--- config.mk ---
export PLATFORM = sky130hd
export DESIGN_NAME = text_encoding_sniffer_top
export DESIGN_NICKNAME = d
export VERILOG_FILES = /design/src/hw/rtl/tes_pkg.sv /design/src/hw/rtl/text_encoding_sniffer_top.sv
export SDC_FILE = /design/constraint.sdc
export NUM_CORES = 1
export LEC_CHECK = 0
export ABC_AREA = 1
export BUFFER_PORTS_ARGS = -buffer_cell sky130_fd_sc_hd__buf_4
export CAP_MARGIN = 20
export CORE_AREA = 3 3 74 76
export CTS_BUF_LIST = sky130_fd_sc_hd__clkbuf_4 sky130_fd_sc_hd__clkbuf_8 sky130_fd_sc_hd__clkbuf_16
export DETAILED_ROUTE_END_ITERATION = 8
export DIE_AREA = 0 0 77 79
export GPL_TIMING_DRIVEN = 1
export PLACE_DENSITY = 0.9
export SETUP_SLACK_MARGIN = 0.2
export SLEW_MARGIN = 20
export SYNTH_ARGS = -nofsm -noshare
export SYNTH_HDL_FRONTEND = slang
export SYNTH_SLANG_ARGS = --single-unit
--- constraint.sdc ---
create_clock -name clk -period 3.83 [get_ports clk]
set_clock_uncertainty 0.05 [all_clocks]
set_input_delay 0.383 -clock clk [delete_from_list [all_inputs] [get_ports clk]]
set_output_delay 0.383 -clock clk [all_outputs]
set_load 0.02 [all_outputs]
--- src/hw/rtl/tes_pkg.sv ---
`timescale 1ns / 1ps
`default_nettype none
// ----------------------------------------------------------------------------
// tes_pkg
// Types, codes and per-byte helper functions for the text encoding sniffer.
// ----------------------------------------------------------------------------
package tes_pkg;

    // encoding codes
    localparam logic [2:0] ENC_ASCII   = 3'd0;
    localparam logic [2:0] ENC_UNKNOWN = 3'd1;
    localparam logic [2:0] ENC_ASCIICP = 3'd2;
    localparam logic [2:0] ENC_UTF8    = 3'd3;
    localparam logic [2:0] ENC_UTF16LE = 3'd4;
    localparam logic [2:0] ENC_UTF16BE = 3'd5;

    // byte order mark bytes
    localparam logic [7:0] BOM_FF = 8'hFF;
    localparam logic [7:0] BOM_FE = 8'hFE;
    localparam logic [7:0] BOM_EF = 8'hEF;
    localparam logic [7:0] BOM_BB = 8'hBB;
    localparam logic [7:0] BOM_BF = 8'hBF;

    // lead byte masks and patterns
    localparam logic [7:0] MASK_LEAD2 = 8'hE0;
    localparam logic [7:0] PAT_LEAD2  = 8'hC0;
    localparam logic [7:0] MASK_LEAD3 = 8'hF0;
    localparam logic [7:0] PAT_LEAD3  = 8'hE0;
    localparam logic [7:0] MASK_LEAD4 = 8'hF8;
    localparam logic [7:0] PAT_LEAD4  = 8'hF0;

    localparam int HEAD_DEPTH = 4;
    localparam logic [2:0] HEAD_FULL = 3'd4;

    typedef struct packed {
        logic multi;
        logic invalid;
        logic binary;
    } tes_flags_t;

    typedef struct packed {
        logic [1:0] pending;
        tes_flags_t flags;
        logic       stopped;
    } tes_scan_t;

    typedef logic [7:0] tes_head_t [HEAD_DEPTH];

    // one step of the utf-8 scan
    function automatic tes_scan_t scan_byte(tes_scan_t s, logic [7:0] b);
        tes_scan_t r;
        logic      done;
        r    = s;
        done = 1'b0;
        if (!s.stopped) begin
            if (s.pending != 2'd0) begin
                if (b inside {[8'h80:8'hBF]}) begin
                    r.pending = s.pending - 2'd1;
                    done      = 1'b1;
                end
                else begin
                    // bad continuation, then treat as lead byte
                    r.flags.invalid = 1'b1;
                    r.pending       = 2'd0;
                end
            end
            if (!done && !(b inside {[8'h20:8'h7E], 8'h09, 8'h0A, 8'h0D})) begin
                if (b < 8'h20) begin
                    r.flags.binary = 1'b1;
                    r.stopped      = 1'b1;
                end
                else if (b inside {[8'h80:8'hBF]}) begin
                    r.flags.invalid = 1'b1;
                    r.stopped       = 1'b1;
                end
                else if ((b & MASK_LEAD2) == PAT_LEAD2) begin
                    r.pending     = 2'd1;
                    r.flags.multi = 1'b1;
                end
                else if ((b & MASK_LEAD3) == PAT_LEAD3) begin
                    r.pending     = 2'd2;
                    r.flags.multi = 1'b1;
                end
                else if ((b & MASK_LEAD4) == PAT_LEAD4) begin
                    r.pending     = 2'd3;
                    r.flags.multi = 1'b1;
                end
                else begin
                    // 7f and f8..ff
                    r.flags.invalid = 1'b1;
                    r.stopped       = 1'b1;
                end
            end
        end
        return r;
    endfunction

    // final decision from header bytes and scan flags
    function automatic logic [2:0] decide(logic [7:0] b0, logic [7:0] b1,
                                          logic [7:0] b2, logic [7:0] b3,
                                          tes_flags_t f);
        logic [2:0] e;
        if (b0 == BOM_FF && b1 == BOM_FE)
            e = ENC_UTF16LE;
        else if (b0 == BOM_FE && b1 == BOM_FF)
            e = ENC_UTF16BE;
        else if (b0 == BOM_EF && b1 == BOM_BB && b2 == BOM_BF)
            e = ENC_UTF8;
        else if (b0 != 8'd0 && b1 == 8'd0 && b2 != 8'd0 && b3 == 8'd0)
            e = ENC_UTF16LE;
        else if (b0 == 8'd0 && b1 != 8'd0 && b2 == 8'd0 && b3 != 8'd0)
            e = ENC_UTF16BE;
        else if (f.binary)
            e = ENC_UNKNOWN;
        else if (f.invalid)
            e = ENC_ASCIICP;
        else if (f.multi)
            e = ENC_UTF8;
        else
            e = ENC_ASCII;
        return e;
    endfunction

endpackage
`default_nettype wire

--- src/hw/rtl/text_encoding_sniffer_top.sv ---
`timescale 1ns / 1ps
`default_nettype none
// ----------------------------------------------------------------------------
// text_encoding_sniffer_top
// Guesses the encoding of a byte stream buffer and reports it on its last byte.
//
// input channel: in_valid / in_ready carry data_byte and last; one byte per
//   transfer, last marks the final byte of a buffer
// output channel: out_valid / out_ready carry encoding, one transfer per
//   buffer (none for bytes without last)
// a transferred byte lands in an input register; from that register the
//   header capture, utf-8 scan step and decision run into the state and the
//   result register
// result path: the last byte passes the input register, then the result register
// throughput: one byte per cycle, set by the single scan step, except in the stall below
// stall: while a result waits in the output register, non-last bytes keep
//   flowing; a second last byte waits in the input register and in_ready
//   drops until the pending result is taken
// reset: all scan state, header bytes and valid flags clear; the first byte
//   after reset starts a new buffer, as does the byte after every last
// ----------------------------------------------------------------------------
module text_encoding_sniffer_top (
    input  wire logic       clk,
    input  wire logic       rst_n,
    input  wire logic       in_valid,
    output logic            in_ready,
    input  wire logic [7:0] data_byte,
    input  wire logic       last,
    output logic            out_valid,
    input  wire logic       out_ready,
    output logic [2:0]      encoding
);

    // input register
    logic       in_valid_reg;
    logic [7:0] in_byte_reg;
    logic       in_last_reg;

    // buffer state
    logic [7:0]         head_reg [tes_pkg::HEAD_DEPTH];
    logic [2:0]         byte_count_reg;
    tes_pkg::tes_scan_t scan_reg;

    // result register
    logic       out_valid_reg;
    logic [2:0] encoding_reg;

    logic               out_free;
    logic               proc;
    logic [7:0]         head_next [tes_pkg::HEAD_DEPTH];
    logic [2:0]         byte_count_next;
    tes_pkg::tes_scan_t scan_next;
    logic [2:0]         encoding_next;

    // result slot is free when empty or being drained this cycle
    assign out_free = !out_valid_reg || out_ready;
    // a held byte steps unless it is a last byte with the result slot busy
    assign proc     = in_valid_reg && (!in_last_reg || out_free);
    assign in_ready = !in_valid_reg || proc;

    // header capture, bytes beyond a short buffer stay zero
    always_comb
    begin
        for (int i = 0; i < tes_pkg::HEAD_DEPTH; i++)
        begin
            head_next[i] = head_reg[i];
        end
        byte_count_next = byte_count_reg;
        if (byte_count_reg < tes_pkg::HEAD_FULL)
        begin
            head_next[byte_count_reg[1:0]] = in_byte_reg;
            byte_count_next                = byte_count_reg + 3'd1;
        end
    end

    assign scan_next     = tes_pkg::scan_byte(scan_reg, in_byte_reg);
    assign encoding_next = tes_pkg::decide(head_next[0], head_next[1], head_next[2],
                                           head_next[3], scan_next.flags);

    always_ff @(posedge clk or negedge rst_n)
    begin
        if (!rst_n)
        begin
            in_valid_reg <= 1'b0;
        end
        else if (in_ready)
        begin
            in_valid_reg <= in_valid;
        end
    end

    always_ff @(posedge clk)
    begin
        if (in_valid && in_ready)
        begin
            in_byte_reg <= data_byte;
            in_last_reg <= last;
        end
    end

    // buffer state, back to reset values after the last byte
    always_ff @(posedge clk or negedge rst_n)
    begin
        if (!rst_n)
        begin
            for (int i = 0; i < tes_pkg::HEAD_DEPTH; i++)
            begin
                head_reg[i] <= 8'd0;
            end
            byte_count_reg <= 3'd0;
            scan_reg       <= '0;
        end
        else if (proc)
        begin
            if (in_last_reg)
            begin
                for (int i = 0; i < tes_pkg::HEAD_DEPTH; i++)
                begin
                    head_reg[i] <= 8'd0;
                end
                byte_count_reg <= 3'd0;
                scan_reg       <= '0;
            end
            else
            begin
                for (int i = 0; i < tes_pkg::HEAD_DEPTH; i++)
                begin
                    head_reg[i] <= head_next[i];
                end
                byte_count_reg <= byte_count_next;
                scan_reg       <= scan_next;
            end
        end
    end

    always_ff @(posedge clk or negedge rst_n)
    begin
        if (!rst_n)
        begin
            out_valid_reg <= 1'b0;
        end
        else if (proc && in_last_reg)
        begin
            out_valid_reg <= 1'b1;
        end
        else if (out_ready)
        begin
            out_valid_reg <= 1'b0;
        end
    end

    always_ff @(posedge clk)
    begin
        if (proc && in_last_reg)
        begin
            encoding_reg <= encoding_next;
        end
    end

    assign out_valid = out_valid_reg;
    assign encoding  = encoding_reg;

    // header count never passes the capture depth
    a_count_range: assert property (@(posedge clk) disable iff (!rst_n)
        byte_count_reg <= tes_pkg::HEAD_FULL)
        else $error("byte count out of range");

    // a stopped scan holds no pending continuations
    a_stop_pending: assert property (@(posedge clk) disable iff (!rst_n)
        scan_reg.stopped |-> (scan_reg.pending == 2'd0))
        else $error("pending continuations after scan stop");

    // a last byte starts the next buffer from a clean state
    a_last_clears: assert property (@(posedge clk) disable iff (!rst_n)
        (proc && in_last_reg) |=> (byte_count_reg == 3'd0 && scan_reg == '0))
        else $error("state not cleared after last byte");

    // input only stalls on a last byte behind a waiting result
    a_stall_cause: assert property (@(posedge clk) disable iff (!rst_n)
        !in_ready |-> (in_valid_reg && in_last_reg && out_valid_reg && !out_ready))
        else $error("input stalled without cause");

    // result codes stay within the defined set
    a_code_range: assert property (@(posedge clk) disable iff (!rst_n)
        out_valid |-> (encoding <= tes_pkg::ENC_UTF16BE))
        else $error("encoding code out of range");

endmodule
`default_nettype wire
==> impl_metrics.csv <==
group,metric,value,unit
run_status,status,"complete, but fails checks",
run_status,violations,"hold timing",
sta,fin_crit,2.308,ns
floorplanning,core,4786,sq um
placement,pre_cts_slack,1.592,ns
synthesis,synth_compound_area_frac,0.1061,
setup_path,crit_arrival,2.34,ns
clocking,cts_htree_levels,2,
clocking,postCtsSetupBuffers,0,
synthesis,synthXorXnorAreaFrac,0,
final_layout,largest_reg_flops,32,
clocking,cts_resized,0,
synthesis,synth_warnings,0,
global_routing,grt.overflow.total,0,
clocking,cts_sinks,55,
sta,hold_viol_final,14,
setup_path,crit_buf_inv,2,
setup_path,setup.worst_path.class,"flop to flop",
placement,dp_hpwl,4902,microns
global_routing,antenna_found_initial,0,
floorplanning,start_util,0.6557,
sta,fin_hold_ws,-0.01246,ns
synthesis,syn-num-nets,441,
run,cap_violations,0,
synthesis,avgSynthCellArea,7.418,sq um
clocking,cts_root_buffer,"clkbuf_8",
synthesis,synth_fa_ha_area_frac,0.01994,
global_routing,grt_pass1_wl,12410,microns
clocking,clk_pin_slew,0.10,ns
synthesis,ys_types,30,
setup_path,crit_chain,"inv_1 -> ha_1 -> inv_1 -> nor2_1 -> nand2_1 -> nand2_1 -> nand2_1 -> nor2_1 -> nand2_1 -> nor2_1 -> nand2_1 -> nand4_1 -> a21oi_1",
pwr,peakVddDrop,0.0003375,V
pwr,power.density,602.2,nW/um^2
global_routing,grt_pass1_vias,2689,
setup_path,critPathLaunchType,"flop",
sta,rsz0062_at_grt,"no",
clocking,worst_skew_pair.late_latency,0.32,ns
min_path,hp-class,"input pin to async pin",
drt,post_drt_wl_per_cell,13.67,microns
setup_path,cpPeakStageDelay,0.42,ns
synthesis,ys_seq_area_frac,0.4577,
final_layout,drive_gt1_frac,0.08200,
synthesis,synth_top_family_by_area,"simple AND/OR/NAND/NOR gates",
final_layout,final_nets,456,
clocking,clk_path_buf_depth,2,
final_layout,mostFrequentLayoutCell,"nand2_1",
setup_path,critical-path-slowest-cell,"dfrtp_1",
floorplanning,io_pins,18,
drt,totalWireLength,6918,microns
setup_path,required,3.86,ns
drt,drc,0,
synthesis,netlist_instances,423,
final_layout,area_growth,7.815,%
drt,drt-initial-drc-count,387,
sta,relSlewSlack,0.3218,
sta,fin_ws,1.522,ns
synthesis,syn_area,3138,sq um
floorplanning,rows,25,
floorplanning,fp.dieW,77,microns
global_routing,grt_start_max_net_pins,44,
floorplanning,dieArea,6083,sq um
clocking,cts_hold_buf,0,
floorplanning,die_h,79,microns
global_routing,track_usage,0.2558,
final_layout,final_cell_mix,"nand2_1 (135), inv_1 (69), dfrtp_1 (43)",
synthesis,muxShareOfSynthArea,0,
sta,fin_setup_tns,0,ns
final_layout,final_util,0.7069,
clocking,cts_tree,"built",
setup_path,ff2ff_setup_slack,1.52,ns
sta,period_share,0.6026,
pwr,power_leakage,1.735,nW
sta,fmax,0.4333,GHz
synthesis,ys_ff_latch,55,
synthesis,synth-simple-area-share,0.3094,
drt,drt_first_pass_iters,7,
setup_path,crit_top_cell,"nand2_1",
drt,viasPerCell,5.634,
setup_path,crit_fanout,5,
setup_path,end_kind,"flop",
setup_path,crit_cells,13,
sta,final-setup-viol-count,0,
sta,maxSlewViolCount,0,
placement,io_buffers,17,
sta,worst_pin_slew,1.016,ns
final_layout,fill_cells,381,
setup_path,r2r_end,"encoding[1]",
setup_path,reg2reg_from,"byte_count_reg[1]",
drt,vias,2851,
placement,place.gp.congestion,0.9096,
final_layout,num_antenna_cells,0,
clocking,cts_inserted_buffers,5,
drt,ant_nets,0,
setup_path,cpLargestDelayFamily,"simple AND/OR/NAND/NOR gates",
setup_path,rr_worst_depth,13,
[how the worst max path moves through the flow]
stage / start / endpoint / slack (ns)
after detailed placement: byte_count_reg[1] / encoding[0] / 1.59
after floorplan: byte_count_reg[1] / encoding[2] / 1.82
after global routing: byte_count_reg[1] / encoding[1] / 1.24
after global placement: byte_count_reg[1] / encoding[0] / 1.66
final: byte_count_reg[1] / encoding[1] / 1.52
after CTS: byte_count_reg[1] / encoding[0] / 1.55
[cells by family after synthesis]
family,after synthesis
fa+ha+maj,5
flops,55
buf+inv,81
compound gates,55
simple gates,227
[layer usage]
layer	up-vias	routed length, microns	GRT usage
li1	1403	-	-
met1	1272	2890	0.3381
met2	141	3296	0.4155
met3	35	455	0.04082
met4	0	276	0.1210
met5	-	0	0
[cells in the mapped netlist]
master,number,share of area
o22ai_1,34,0.068
nand2_1,135,0.16
nor3_1,6,0.0096
buf_6,1,0.0036
nand2_2,3,0.0060
o21ai_0,8,0.013
edfxtp_1,12,0.11
nand3b_1,2,0.0048
a31o_2,1,0.0028
clkbuf_1,6,0.0072
dfrtp_1,43,0.34
ha_1,5,0.020
clkinv_1,1,0.0012
nor2_2,1,0.0020
buf_2,1,0.0016
nand3_2,1,0.0032
nand2_4,1,0.0036
o21bai_1,1,0.0024
nor2_1,30,0.036
nor3_2,1,0.0032
clkbuf_8,2,0.0088
a211oi_1,2,0.0048
a21oi_1,8,0.013
a21oi_2,1,0.0028
nand4_1,9,0.018
inv_1,69,0.083
nand3_1,36,0.057
or2_1,1,0.0020
inv_4,1,0.0020
nor3b_1,1,0.0024
[report_power, final]
group          switching (W)  total [W]  internal [W]
combinational       0.000626   0.000931      0.000305
sequential         0.0000537   0.000777      0.000724
clock               0.000198   0.000329      0.000131
[layout make-up]
| cell class | instances | area, sq um | share of cell area |
|---|---|---|---|
| repair buffers | 18 | 135.1 | 0.03994 |
| flip-flops and latches | 55 | 1436 | 0.4246 |
| clock buffers | 5 | 68.82 | 0.02034 |
| clock inverters | 3 | 23.77 | 0.007027 |
| multi-input cells | 287 | 1366 | 0.4038 |
| inverters | 71 | 269.0 | 0.07951 |
| well taps | 67 | 83.83 | 0.02478 |
[per-stage QoR]
step	area [sq um]	total power [W]	std cells
2_1_floorplan	3138	0.001508	423
3_3_place_gp	3291	0.001656	498
3_5_place_dp	3291	0.001693	498
4_1_cts	3383	0.002022	506
5_1_grt	3383	0.002203	506
6_report	3383	0.002037	506
Note: power is estimated with default switching activity, not from simulation.
